## config.mk

```make
export PLATFORM = sky130hd
export DESIGN_NAME = beeper_box_resampler_dc_block_core
export DESIGN_NICKNAME = d
export VERILOG_FILES = /design/src/rtl/bbr_pkg.sv /design/src/rtl/beeper_box_resampler_dc_block_core.sv /design/src/rtl/bbr_ctrl.sv /design/src/rtl/bbr_datapath.sv
export SDC_FILE = /design/constraint.sdc
export NUM_CORES = 2
export LEC_CHECK = 0
export CORE_ASPECT_RATIO = 0.6
export CORE_UTILIZATION = 45
export DETAILED_ROUTE_END_ITERATION = 8
export DONT_BUFFER_PORTS = 1
export GPL_ROUTABILITY_DRIVEN = 0
export PLACE_DENSITY = 0.69
export SLEW_MARGIN = 15
export SYNTH_ARGS = -nofsm -noshare
export SYNTH_HDL_FRONTEND = slang
export SYNTH_SLANG_ARGS = --single-unit
export TNS_END_PERCENT = 100
```

## constraint.sdc

```tcl
create_clock -name clk -period 12.3 [get_ports clk]
set_input_delay 1.845 -clock clk [delete_from_list [all_inputs] [get_ports clk]]
set_output_delay 1.845 -clock clk [all_outputs]
set_load 0.005 [all_outputs]
```

## src/rtl/bbr_pkg.sv

```systemverilog
package bbr_pkg;

  localparam logic [22:0] HALF_CLOCKS_PER_SECOND = 23'd7000000;
  localparam logic [15:0] RATE_MIN = 16'd8000;
  localparam logic [15:0] RATE_MAX = 16'd48000;
  localparam logic [6:0]  LAST_SLOT = 7'd63;

  localparam logic [2:0] OP_ADVANCE = 3'd0;
  localparam logic [2:0] OP_PORT    = 3'd1;
  localparam logic [2:0] OP_EAR     = 3'd2;
  localparam logic [2:0] OP_ENABLE  = 3'd3;
  localparam logic [2:0] OP_SOFT    = 3'd4;

  localparam logic [2:0] REG_SAMPLE_RATE = 3'd0;
  localparam logic [2:0] REG_SPEAKER     = 3'd1;
  localparam logic [2:0] REG_MIC         = 3'd2;
  localparam logic [2:0] REG_EAR         = 3'd3;
  localparam logic [2:0] REG_FULL        = 3'd4;
  localparam logic [2:0] REG_POLE        = 3'd5;
  localparam logic [2:0] REG_PEAK        = 3'd6;

  localparam logic [7:0] PORT_SPEAKER_BIT = 8'h10;
  localparam logic [7:0] PORT_MIC_BIT     = 8'h08;

  typedef struct packed {
    logic load;
    logic tick;
    logic den;
    logic sat_chk;
    logic div;
    logic pmul;
    logic ycalc;
    logic smul;
    logic scale;
    logic push_new;
    logic flush;
    logic apply;
  } bbr_cmd_t;

  typedef struct packed {
    logic adv;
    logic wrap;
    logic span_one;
    logic span_zero;
    logic div_sat;
    logic div_last;
    logic pend_valid;
    logic out_free;
    logic cnt_last;
  } bbr_stat_t;

endpackage

```

## src/rtl/beeper_box_resampler_dc_block_core.sv

```systemverilog
// sequence: an event beat is loaded, a decide state picks ticking or a direct apply, then the tick
// state steps through the elapsed half-clocks; each phase wrap runs den, saturation check, the
// bit-serial divider (skipped when the quotient saturates), pole multiply, ycalc, scale multiply,
// scale and push; one event at a time, and push and flush wait while the output is stalled
// each sample is held one sample back so tlast can be set on the last sample of an event
// reset: rst is synchronous active high; configuration registers return to defaults, state clears
module beeper_box_resampler_dc_block_core import bbr_pkg::*; (
  input  logic        clk,
  input  logic        rst,
  // configuration write port
  input  logic        cfg_we,
  input  logic [2:0]  cfg_index,
  input  logic [15:0] cfg_data,
  // event stream
  input  logic        s_tvalid,
  output logic        s_tready,
  input  logic [23:0] s_tdata,   // elapsed_ticks[12:0], port_value[20:13], flag[21], zero pad
  input  logic [2:0]  s_tuser,   // operation[2:0]
  // sample stream
  output logic        m_tvalid,
  input  logic        m_tready,
  output logic [15:0] m_tdata,   // sample[15:0]
  output logic        m_tlast
);

  bbr_cmd_t  cmd;
  bbr_stat_t st;
  logic signed [15:0] sample;

  // sequencer: tick loop, divider steps, filter and output beats
  bbr_ctrl u_ctrl (
    .clk      (clk),
    .rst      (rst),
    .in_valid (s_tvalid),
    .in_ready (s_tready),
    .st       (st),
    .cmd      (cmd)
  );

  // accumulators, divider, dc blocker and output register
  bbr_datapath u_dp (
    .clk              (clk),
    .rst              (rst),
    .cfg_we           (cfg_we),
    .cfg_index        (cfg_index),
    .cfg_data         (cfg_data),
    .in_operation     (s_tuser),
    .in_elapsed_ticks (s_tdata[12:0]),
    .in_port_value    (s_tdata[20:13]),
    .in_flag          (s_tdata[21]),
    .cmd              (cmd),
    .st               (st),
    .out_valid        (m_tvalid),
    .out_ready        (m_tready),
    .out_sample       (sample),
    .out_last         (m_tlast)
  );

  assign m_tdata = sample;

endmodule

```

## src/rtl/bbr_ctrl.sv

```systemverilog
module bbr_ctrl import bbr_pkg::*; (
  input  logic      clk,
  input  logic      rst,
  input  logic      in_valid,
  output logic      in_ready,
  input  bbr_stat_t st,
  output bbr_cmd_t  cmd
);

  localparam logic [3:0] S_IDLE  = 4'd0;
  localparam logic [3:0] S_DECIDE = 4'd1;
  localparam logic [3:0] S_TICK  = 4'd2;
  localparam logic [3:0] S_DEN   = 4'd3;
  localparam logic [3:0] S_SAT   = 4'd4;
  localparam logic [3:0] S_DIV   = 4'd5;
  localparam logic [3:0] S_PMUL  = 4'd6;
  localparam logic [3:0] S_YCALC = 4'd7;
  localparam logic [3:0] S_SMUL  = 4'd8;
  localparam logic [3:0] S_SCALE = 4'd9;
  localparam logic [3:0] S_PUSH  = 4'd10;
  localparam logic [3:0] S_FLUSH = 4'd11;
  localparam logic [3:0] S_APPLY = 4'd12;

  logic [3:0] state, state_next;

  assign in_ready = (state == S_IDLE);

  always_ff @(posedge clk) begin
    if (rst) begin
      state <= S_IDLE;
    end else begin
      state <= state_next;
    end
  end

  always_comb begin
    cmd = '0;
    state_next = state;
    unique case (state)
      S_IDLE: begin
        if (in_valid) begin
          cmd.load = 1'b1;
          state_next = S_DECIDE;
        end
      end
      S_DECIDE: state_next = st.adv ? S_TICK : S_APPLY;
      S_TICK: begin
        cmd.tick = 1'b1;
        if (st.wrap) state_next = S_DEN;
        else if (st.span_one) state_next = S_FLUSH;
      end
      S_DEN: begin
        cmd.den = 1'b1;
        state_next = S_SAT;
      end
      S_SAT: begin
        cmd.sat_chk = 1'b1;
        state_next = st.div_sat ? S_PMUL : S_DIV;
      end
      S_DIV: begin
        cmd.div = 1'b1;
        if (st.div_last) state_next = S_PMUL;
      end
      S_PMUL: begin
        cmd.pmul = 1'b1;
        state_next = S_YCALC;
      end
      S_YCALC: begin
        cmd.ycalc = 1'b1;
        state_next = S_SMUL;
      end
      S_SMUL: begin
        cmd.smul = 1'b1;
        state_next = S_SCALE;
      end
      S_SCALE: begin
        cmd.scale = 1'b1;
        state_next = S_PUSH;
      end
      S_PUSH: begin
        if (!st.pend_valid || st.out_free) begin
          cmd.push_new = 1'b1;
          state_next = (st.cnt_last || st.span_zero) ? S_FLUSH : S_TICK;
        end
      end
      S_FLUSH: begin
        if (!st.pend_valid) begin
          state_next = S_APPLY;
        end else if (st.out_free) begin
          cmd.flush = 1'b1;
          state_next = S_APPLY;
        end
      end
      S_APPLY: begin
        cmd.apply = 1'b1;
        state_next = S_IDLE;
      end
      default: state_next = S_IDLE;
    endcase
  end

endmodule

```

## src/rtl/bbr_datapath.sv

```systemverilog
module bbr_datapath import bbr_pkg::*; (
  input  logic               clk,
  input  logic               rst,
  input  logic               cfg_we,
  input  logic [2:0]         cfg_index,
  input  logic [15:0]        cfg_data,
  input  logic [2:0]         in_operation,
  input  logic [12:0]        in_elapsed_ticks,
  input  logic [7:0]         in_port_value,
  input  logic               in_flag,
  input  bbr_cmd_t           cmd,
  output bbr_stat_t          st,
  output logic               out_valid,
  input  logic               out_ready,
  output logic signed [15:0] out_sample,
  output logic               out_last
);

  logic [15:0] out_rate;
  logic [7:0]  spk_gain, mic_gain, ear_gain;
  logic [9:0]  full_scale;
  logic [15:0] dc_pole;
  logic [14:0] peak_gain;

  logic [8:0]  port_level;
  logic [7:0]  ear_contrib;
  logic        is_enabled;
  logic [19:0] level_sum;
  logic [9:0]  tick_count;
  logic [22:0] phase_acc;
  logic [16:0] prev_input;
  logic signed [19:0] prev_output;

  logic [2:0]  op;
  logic [12:0] span;
  logic [7:0]  port;
  logic        flag;

  logic [19:0] den;
  logic [36:0] rem;
  logic [16:0] x;
  logic [4:0]  div_i;
  logic signed [36:0] prod;
  logic signed [19:0] y;
  logic signed [35:0] sprod;
  logic signed [15:0] news;
  logic signed [15:0] pend;
  logic        pend_valid;
  logic [6:0]  cnt;

  logic [15:0] rate_clamped;
  logic [23:0] psum;
  logic [9:0]  full_eff;
  logic [36:0] trial;
  logic signed [21:0] ywide;
  logic signed [36:0] adj;
  logic signed [20:0] scaled;
  logic        out_free;
  logic [9:0]  lvl;

  assign lvl = {1'b0, port_level} + {2'b0, ear_contrib};
  assign psum = {1'b0, phase_acc} + {8'b0, out_rate};
  assign full_eff = (full_scale == 10'd0) ? 10'd1 : full_scale;
  assign trial = {17'b0, den} << div_i;
  assign out_free = !out_valid || out_ready;

  always_comb begin
    rate_clamped = cfg_data;
    if (cfg_data < RATE_MIN) rate_clamped = RATE_MIN;
    if (cfg_data > RATE_MAX) rate_clamped = RATE_MAX;
  end

  always_comb begin
    ywide = $signed({5'b0, x}) - $signed({5'b0, prev_input}) + 22'($signed(prod[36:16]));
    adj = (sprod < 0) ? (37'(sprod) + 37'sd65535) : 37'(sprod);
    scaled = adj[36:16];
  end

  always_comb begin
    st.adv = !((op == OP_ENABLE && flag != is_enabled) || op == OP_SOFT)
             && is_enabled && (span != 13'd0);
    st.wrap = (psum >= {1'b0, HALF_CLOCKS_PER_SECOND});
    st.span_one = (span == 13'd1);
    st.span_zero = (span == 13'd0);
    st.div_sat = (rem >= {den, 17'b0}) || (den == 20'd0);
    st.div_last = (div_i == 5'd0);
    st.pend_valid = pend_valid;
    st.out_free = out_free;
    st.cnt_last = (cnt == LAST_SLOT);
  end

  // configuration and block state
  always_ff @(posedge clk) begin
    if (rst) begin
      out_rate <= 16'd44100;
      spk_gain <= 8'd128;
      mic_gain <= 8'd16;
      ear_gain <= 8'd32;
      full_scale <= 10'd176;
      dc_pole <= 16'd65208;
      peak_gain <= 15'd24576;
      port_level <= '0;
      ear_contrib <= '0;
      is_enabled <= 1'b0;
      level_sum <= '0;
      tick_count <= '0;
      phase_acc <= '0;
      prev_input <= '0;
      prev_output <= '0;
    end else begin
      if (cfg_we) begin
        unique case (cfg_index)
          REG_SAMPLE_RATE: begin
            if (cfg_data != 16'd0 && rate_clamped != out_rate) begin
              out_rate <= rate_clamped;
              level_sum <= '0;
              tick_count <= '0;
              phase_acc <= '0;
            end
          end
          REG_SPEAKER: spk_gain <= cfg_data[7:0];
          REG_MIC: mic_gain <= cfg_data[7:0];
          REG_EAR: ear_gain <= cfg_data[7:0];
          REG_FULL: full_scale <= cfg_data[9:0];
          REG_POLE: dc_pole <= cfg_data;
          REG_PEAK: peak_gain <= cfg_data[14:0];
          default: ;
        endcase
      end
      if (cmd.tick) begin
        level_sum <= level_sum + {10'b0, lvl};
        tick_count <= tick_count + 10'd1;
        phase_acc <= st.wrap ? 23'(psum - {1'b0, HALF_CLOCKS_PER_SECOND}) : psum[22:0];
      end
      if (cmd.den) begin
        level_sum <= '0;
        tick_count <= '0;
      end
      if (cmd.ycalc) begin
        prev_input <= x;
        if (ywide > 22'sd524287) prev_output <= 20'sd524287;
        else if (ywide < -22'sd524288) prev_output <= -20'sd524288;
        else prev_output <= ywide[19:0];
      end
      if (cmd.apply) begin
        unique case (op)
          OP_PORT: begin
            port_level <= ((port & PORT_SPEAKER_BIT) != 8'd0 ? {1'b0, spk_gain} : 9'd0)
                        + ((port & PORT_MIC_BIT) != 8'd0 ? {1'b0, mic_gain} : 9'd0);
          end
          OP_EAR: ear_contrib <= flag ? ear_gain : 8'd0;
          OP_ENABLE: begin
            if (flag != is_enabled) begin
              is_enabled <= flag;
              if (flag) begin
                level_sum <= '0;
                tick_count <= '0;
                phase_acc <= '0;
                prev_input <= '0;
                prev_output <= '0;
              end
            end
          end
          OP_SOFT: begin
            ear_contrib <= '0;
            level_sum <= '0;
            tick_count <= '0;
            phase_acc <= '0;
            prev_input <= '0;
            prev_output <= '0;
          end
          default: ;
        endcase
      end
    end
  end

  // item latch and sample arithmetic
  always_ff @(posedge clk) begin
    if (cmd.load) begin
      op <= in_operation;
      span <= in_elapsed_ticks;
      port <= in_port_value;
      flag <= in_flag;
    end
    if (cmd.tick) span <= span - 13'd1;
    if (cmd.den) begin
      den <= {10'b0, tick_count} * {10'b0, full_eff};
      rem <= {1'b0, level_sum, 16'b0};
    end
    if (cmd.sat_chk) begin
      x <= st.div_sat ? ((den == 20'd0) ? 17'd0 : 17'h1FFFF) : 17'd0;
      div_i <= 5'd16;
    end
    if (cmd.div) begin
      if (rem >= trial) begin
        rem <= rem - trial;
        x[div_i] <= 1'b1;
      end
      div_i <= div_i - 5'd1;
    end
    if (cmd.pmul) prod <= $signed({1'b0, dc_pole}) * prev_output;
    if (cmd.ycalc) begin
      if (ywide > 22'sd524287) y <= 20'sd524287;
      else if (ywide < -22'sd524288) y <= -20'sd524288;
      else y <= ywide[19:0];
    end
    if (cmd.smul) sprod <= y * $signed({1'b0, peak_gain});
    if (cmd.scale) begin
      if (scaled > 21'sd32767) news <= 16'sh7FFF;
      else if (scaled < -21'sd32768) news <= -16'sd32768;
      else news <= scaled[15:0];
    end
    if (cmd.push_new) pend <= news;
  end

  // pending sample and output register
  always_ff @(posedge clk) begin
    if (rst) begin
      pend_valid <= 1'b0;
      cnt <= '0;
      out_valid <= 1'b0;
    end else begin
      if (cmd.flush || (cmd.push_new && pend_valid)) out_valid <= 1'b1;
      else if (out_ready) out_valid <= 1'b0;
      if (cmd.push_new) begin
        pend_valid <= 1'b1;
        cnt <= cnt + 7'd1;
        if (pend_valid) begin
          out_sample <= pend;
          out_last <= 1'b0;
        end
      end
      if (cmd.flush) begin
        pend_valid <= 1'b0;
        out_sample <= pend;
        out_last <= 1'b1;
      end
      if (cmd.apply) begin
        pend_valid <= 1'b0;
        cnt <= '0;
      end
    end
  end

`ifndef ASSERT_OFF
  a_push_room: assert property (@(posedge clk) disable iff (rst)
    (cmd.flush || (cmd.push_new && pend_valid)) |-> out_free)
    else $error("output register overwritten");
  a_phase_range: assert property (@(posedge clk) disable iff (rst)
    phase_acc < HALF_CLOCKS_PER_SECOND)
    else $error("phase accumulator out of range");
  a_tick_range: assert property (@(posedge clk) disable iff (rst)
    tick_count <= 10'd875)
    else $error("box tick count overflow");
`endif

endmodule
```

# == After elaboration in Yosys (flattened, before gate mapping) ==
# Index checks and enable logic that the tools add are counted.
# totals
reg_bits,445
output_inout_bits,19
input_bits,51
# classes
bitwise,2
order_cmp,12
n_shift,1
n_mux,96
add_sub_neg,13
n_eq_ne,31
n_reduce_logical,43
mul,3
# op_table
cell,count
two-way mux 20 bit,14
two-way mux 23 bit,8
two-way mux 17 bit,9
two-way mux 37 bit,4
two-way mux 16 bit,6
two-way mux 10 bit,9
one-hot mux 20 bit (2 select lines),2
greater-or-equal comparator 37 bit,2
one-hot mux 4 bit (12 select lines),1
one-hot mux 23 bit (2 select lines),1
"adder 36 x 17 -> 37 bit, second input constant",1
multiplier 17 x 20 -> 37 bit,1
<< shifter 20 x 5 -> 37 bit,1
subtractor 37 bit,1
"less-than comparator 36 x 1 -> 1 bit, second input constant",1
multiplier 20 x 16 -> 36 bit,1
two-way mux 4 bit,9
one-hot mux 17 bit (2 select lines),1
two-way mux 13 bit,2
adder 23 x 16 -> 24 bit,1
"greater-or-equal comparator 24 x 23 -> 1 bit, second input constant",1
two-way mux 8 bit,3
"subtractor 23 bit, second input constant",1
adder 18 x 21 -> 22 bit,1
57 further kinds,120

# == Longest topological paths before layout ==
# depth
ltp_word,14
depth_mapped,26
depth_no_buf,25

# == Hierarchy ==
# A second synthesis with hierarchy kept.
# hier_totals
cells_unflattened,5593
area_unflattened_um2,50175.6
# modules_own_cells
mod,n_inst,cells_per_inst,area_per_inst_um2
bbr_datapath,1,5528,49741.5
bbr_ctrl,1,65,434.2

# == Worst setup path before layout ==
# OpenSTA, ideal clock, no wires.
# synth_timing
path_type,reg-to-reg
from,register u_dp.y[13]
to,register u_dp.sprod[35] (data pin)
setup_ps,264
setup_slack_ps,5740
arrival_time_ps,6297
period_less_slack_ps,6560
stages_incl_launch_ff,24
cell_sequence,edfxtp_1 clkbuf_1 nand2_1 fa_1 inv_1 fa_1 inv_1 fa_1 inv_1 fa_1 inv_1 fa_1 inv_1 fa_1 ha_1 a22o_1 o41ai_1 o21ai_0 a31oi_1 o21ai_0 o21a_1 a221o_1 a211oi_1 xnor2_1
# synth_between
elab_chain_cells,1
# synth_lines
item,line,source
from (decl),bbr_datapath.sv:44,logic signed [19:0] y;
from (signal assigned),bbr_datapath.sv:205,else if (ywide < -22'sd524288) y <= -20'sd524288;
from (signal assigned),bbr_datapath.sv:206,else y <= ywide[19:0];
multiplier 20 x 16 -> 36 bit,bbr_datapath.sv:208,"if (cmd.smul) sprod <= y * $signed({1'b0, peak_gain});"
to (signal assigned),bbr_datapath.sv:208,
to (decl),bbr_datapath.sv:45,logic signed [35:0] sprod;
# Every way passes these cells.
# A chain may end at the register's enable or synchronous reset.

# == Final worst setup path ==
# layout_timing
from,register u_dp.peak_gain[1]
to,register u_dp.sprod[35] (data pin)
# layout_between
elab_chain_cells,1
# layout_lines
item,line,source
from (decl),bbr_datapath.sv:23,logic [14:0] peak_gain;
from (signal assigned),bbr_datapath.sv:126,REG_PEAK: peak_gain <= cfg_data[14:0];
multiplier 20 x 16 -> 36 bit,bbr_datapath.sv:208,
# Every way passes these cells.

==> flow_summary.json <==
{
  "status": "completed",
  "whs_ns": 0.4168,
  "ant_nets": 0,
  "via_per_inst": 5.518,
  "rr_worst_depth": 22,
  "critPathCaptureType": "flop",
  "finalCritPeriodShare": 0.6375,
  "critical_path_buf_inv_count": 5,
  "syn_nets": 6764,
  "dpl.hpwl_um": 103700,
  "dpl_cell_area_mm2": 0.05119,
  "synth_most_common_cell": "inv_1",
  "clock.fmax_mhz": 127.5,
  "ys_warn_count": 0,
  "yosys-top-cells-count": "inv_1 (881), nand2_1 (874), fa_1 (693)",
  "critical_path.cell_chain": "nand2_1, fa_1, inv_1, fa_1, inv_1, fa_1, inv_1, fa_1, inv_1, fa_1, inv_1, fa_1, ha_1, a22o_1, o41ai_1, o21ai_0, a31oi_1, o21ai_0, o21a_1, a221o_1, a211oi_1, xnor2_1",
  "maxCapViolCount": 0,
  "grt_overflow": 0,
  "wirelength_um": 133100,
  "syn_area_per_cell_um2": 8.859,
  "final-max-slew-violation-count": 0,
  "grt_pass1_wl_um": 214400,
  "htreeDepth": 2,
  "timing.critical_path.mode_cell": "fa_1",
  "worst_slew_pin_slew_ns": 1.173,
  "yosys.cell_types.count": 93,
  "final_nets": 6595,
  "synth_top_area_share": 0.2776,
  "antenna_found_initial": 1,
  "cts_setup_buffers": 0,
  "ir_drop_uv": 510.8,
  "yosys.area.top_type": "fa_1",
  "die_h_um": 260.2,
  "grt_max_degree": 84,
  "clkTransAtPathRegs_ns": 0.07,
  "track_usage": 0.2416,
  "fp-row-count": 94,
  "critical_path_arrival_ns": 8.22,
  "fin_tns_setup_ns": 0,
  "hp-class": "flop to flop",
  "leakage_nw": 23.18,
  "dieArea_mm2": 0.1125,
  "cts_buffers": 48,
  "ys.flop_type": "dfxtp_1",
  "cpMaxStageDelayCell": "dfxtp_1",
  "hold_depth": 0,
  "path_delay_family": "adder cells",
  "clock-root-buffer": "clkbuf_16",
  "setup_viol": 0,
  "seq_power_share": 0.246,
  "cts_tree": "built",
  "drc": 0,
  "hold_viol": 0,
  "io_buffers": 0,
  "num_vias": 38629,
  "io_pins": 70,
  "post_drt_wl_per_cell_um": 19.01,
  "p_per_area_mw_per_mm2": 162.8,
  "ys_seq_elements": 426,
  "grt_pass1_vias": 38025,
  "start_util": 0.4550,
  "cpPeakStageDelay_ns": 0.93,
  "ys_seq_area_frac": 0.2047,
  "finClkSkew_ns": 0.05756,
  "cts.repair.resized": 0,
  "async_flop_share": 0,
  "p_int_mw": 4.650,
  "drt_iter0_drc": 3732,
  "cts.sinks": 426,
  "clockBufferDepth": 3,
  "clock_power_share": 0.179,
  "design_area_mm2": 0.05285,
  "crit_type": "flop to flop",
  "combPwrFrac": 0.575,
  "synth_edf_count": 170,
  "clock_latency_ns": 0.65,
  "synth_area_mm2": 0.04998,
  "yosys-top-cells-area": "fa_1 (28%), dfxtp_1 (10%), edfxtp_1 (10%)",
  "period_minus_slack_ns": 7.841,
  "report.power.total_mw": 8.602,
  "p_sw_frac": 0.4595,
  "synthToLayoutAreaGrowth_pct": 5.730,
  "synthCells": 5642,
  "instances_no_fill": 7001,
  "crit_path_start_kind": "flop",
  "drt_pre_antenna_iters": 6,
  "rsz0062_at_grt": "no",
  "crit_required_ns": 12.68,
  "switchingPower_mw": 3.953,
  "dp_cells": 6911,
  "die_w_um": 432.3,
  "core_area_mm2": 0.1099,
  "path_depth": 22,
  "filler_cell_count": 10289,
  "drive_above_1_share": 0.03266,
  "cp_max_fo": 21,
  "max_slew_margin": 0.2159,
  "cts_hold_buf": 0
}
cells in the final DEF (no fill, tap or decap), types with 32 or more instances in the layout:
master     synthesis  routed
a21o_1            78      78
a21oi_1          277     275
a31oi_1           40      40
and2_1           343     343
buf_4              0      36
clkbuf_16          0      50
dfxtp_1          256     256
edfxtp_1         170     170
fa_1             693     693
ha_1             378     378
inv_1            881     881
mux2i_1           44      44
nand2_1          874     872
nand2b_1          38      38
nand3_1           93      93
nor2_1           234     234
nor2b_1           50      50
nor3_1            58      55
o211ai_1          38      38
o21ai_0          198     198
o21bai_1          32      32
xnor2_1          137     137
xor2_1            68      68
registers in the layout, indices dropped and copies added, names as in the netlist, 9 cells and up:
register	flops
u_dp.y	20
u_dp.level_sum	20
u_dp.span	13
u_dp.phase_acc	23
u_dp.x	17
u_dp.prod	21
u_dp.news	16
u_dp.prev_input	17
u_dp.port_level	9
u_dp.out_sample	16
u_dp.pend	16
u_dp.den	20
u_dp.out_rate	16
u_dp.dc_pole	16
u_dp.tick_count	10
u_dp.sprod	36
u_dp.peak_gain	15
u_dp.rem	37
u_dp.prev_output	20
u_dp.full_scale	10
worst paths after layout:
path                     startpoint                 end  slack (ns)
setup / recovery  u_dp.peak_gain[1]      u_dp.sprod[35]        4.46
hold / removal         u_dp.pend[3]  u_dp.out_sample[3]        0.42
setup reg to reg  u_dp.peak_gain[1]      u_dp.sprod[35]        4.46
hold reg to reg        u_dp.pend[3]  u_dp.out_sample[3]        0.42
worst reg2reg max path: stages (launching register included):
cell and delay (ns):
dfxtp_1 0.93, nand2_1 0.19, fa_1 0.58, inv_1 0.05, fa_1 0.52, inv_1 0.05, fa_1 0.50, inv_1 0.05
fa_1 0.56, inv_1 0.05, fa_1 0.47, inv_1 0.05, fa_1 0.43, ha_1 0.38, a22o_1 0.26, o41ai_1 0.28
o21ai_0 0.25, a31oi_1 0.54, o21ai_0 0.37, o21a_1 0.32, a221o_1 0.31, a211oi_1 0.29, xnor2_1 0.13
power groups by stage:
stage | clock network [mW] | logic, mW | registers, mW
detailed placement | 0 | 4.76 | 2.13
floorplan | 0 | 3.66 | 1.99
global placement | 0 | 4.66 | 2.13
global route | 1.61 | 5.49 | 2.14
finish | 1.54 | 4.95 | 2.12
CTS | 1.56 | 4.79 | 2.11
through the flow:
stage / util / setup WS, ns
after floorplan: - / 5.740
after global placement: 0.4660 / 4.626
after detailed placement: 0.4660 / 4.494
after CTS: 0.4809 / 4.468
after global routing: 0.4810 / 4.006
final: 0.4811 / 4.459
per-layer routing:
layer,global-route usage,vias to the layer above,share of wire
li1,-,17820,-
met1,0.3773,19066,0.48
met2,0.3317,1593,0.39
met3,0.06132,150,0.11
met4,0.04689,0,0.018
met5,0,-,0
logic make-up (layout without fill, tap and decap cells):
group | after synthesis | after routing | share of synthesized area
flip-flops | 426 | 426 | 0.2047
XOR/XNOR | 205 | 205 | 0.03592
buffers and inverters | 1141 | 1010 | 0.08609
AO/OA/AOI/OAI | 878 | 878 | 0.1112
other | 0 | 2 | 0
adder cells (fa/ha/maj) | 1072 | 1072 | 0.3724
multiplexers | 61 | 61 | 0.01422
AND/OR/NAND/NOR | 1859 | 1859 | 0.1756
layout make-up:
cell class / instances / area, µm² / area share
multi-input cells: 4075 / 35520 / 0.6721
clock inverters: 26 / 309.0 / 0.005848
flip-flops and latches: 426 / 10230 / 0.1936
repair buffers: 36 / 270.3 / 0.005114
diodes: 2 / 5.005 / 0.00009470
inverters: 886 / 3326 / 0.06293
well taps: 1488 / 1862 / 0.03523
clock buffers: 62 / 1326 / 0.02510
Power figures use the tool's default switching activity.
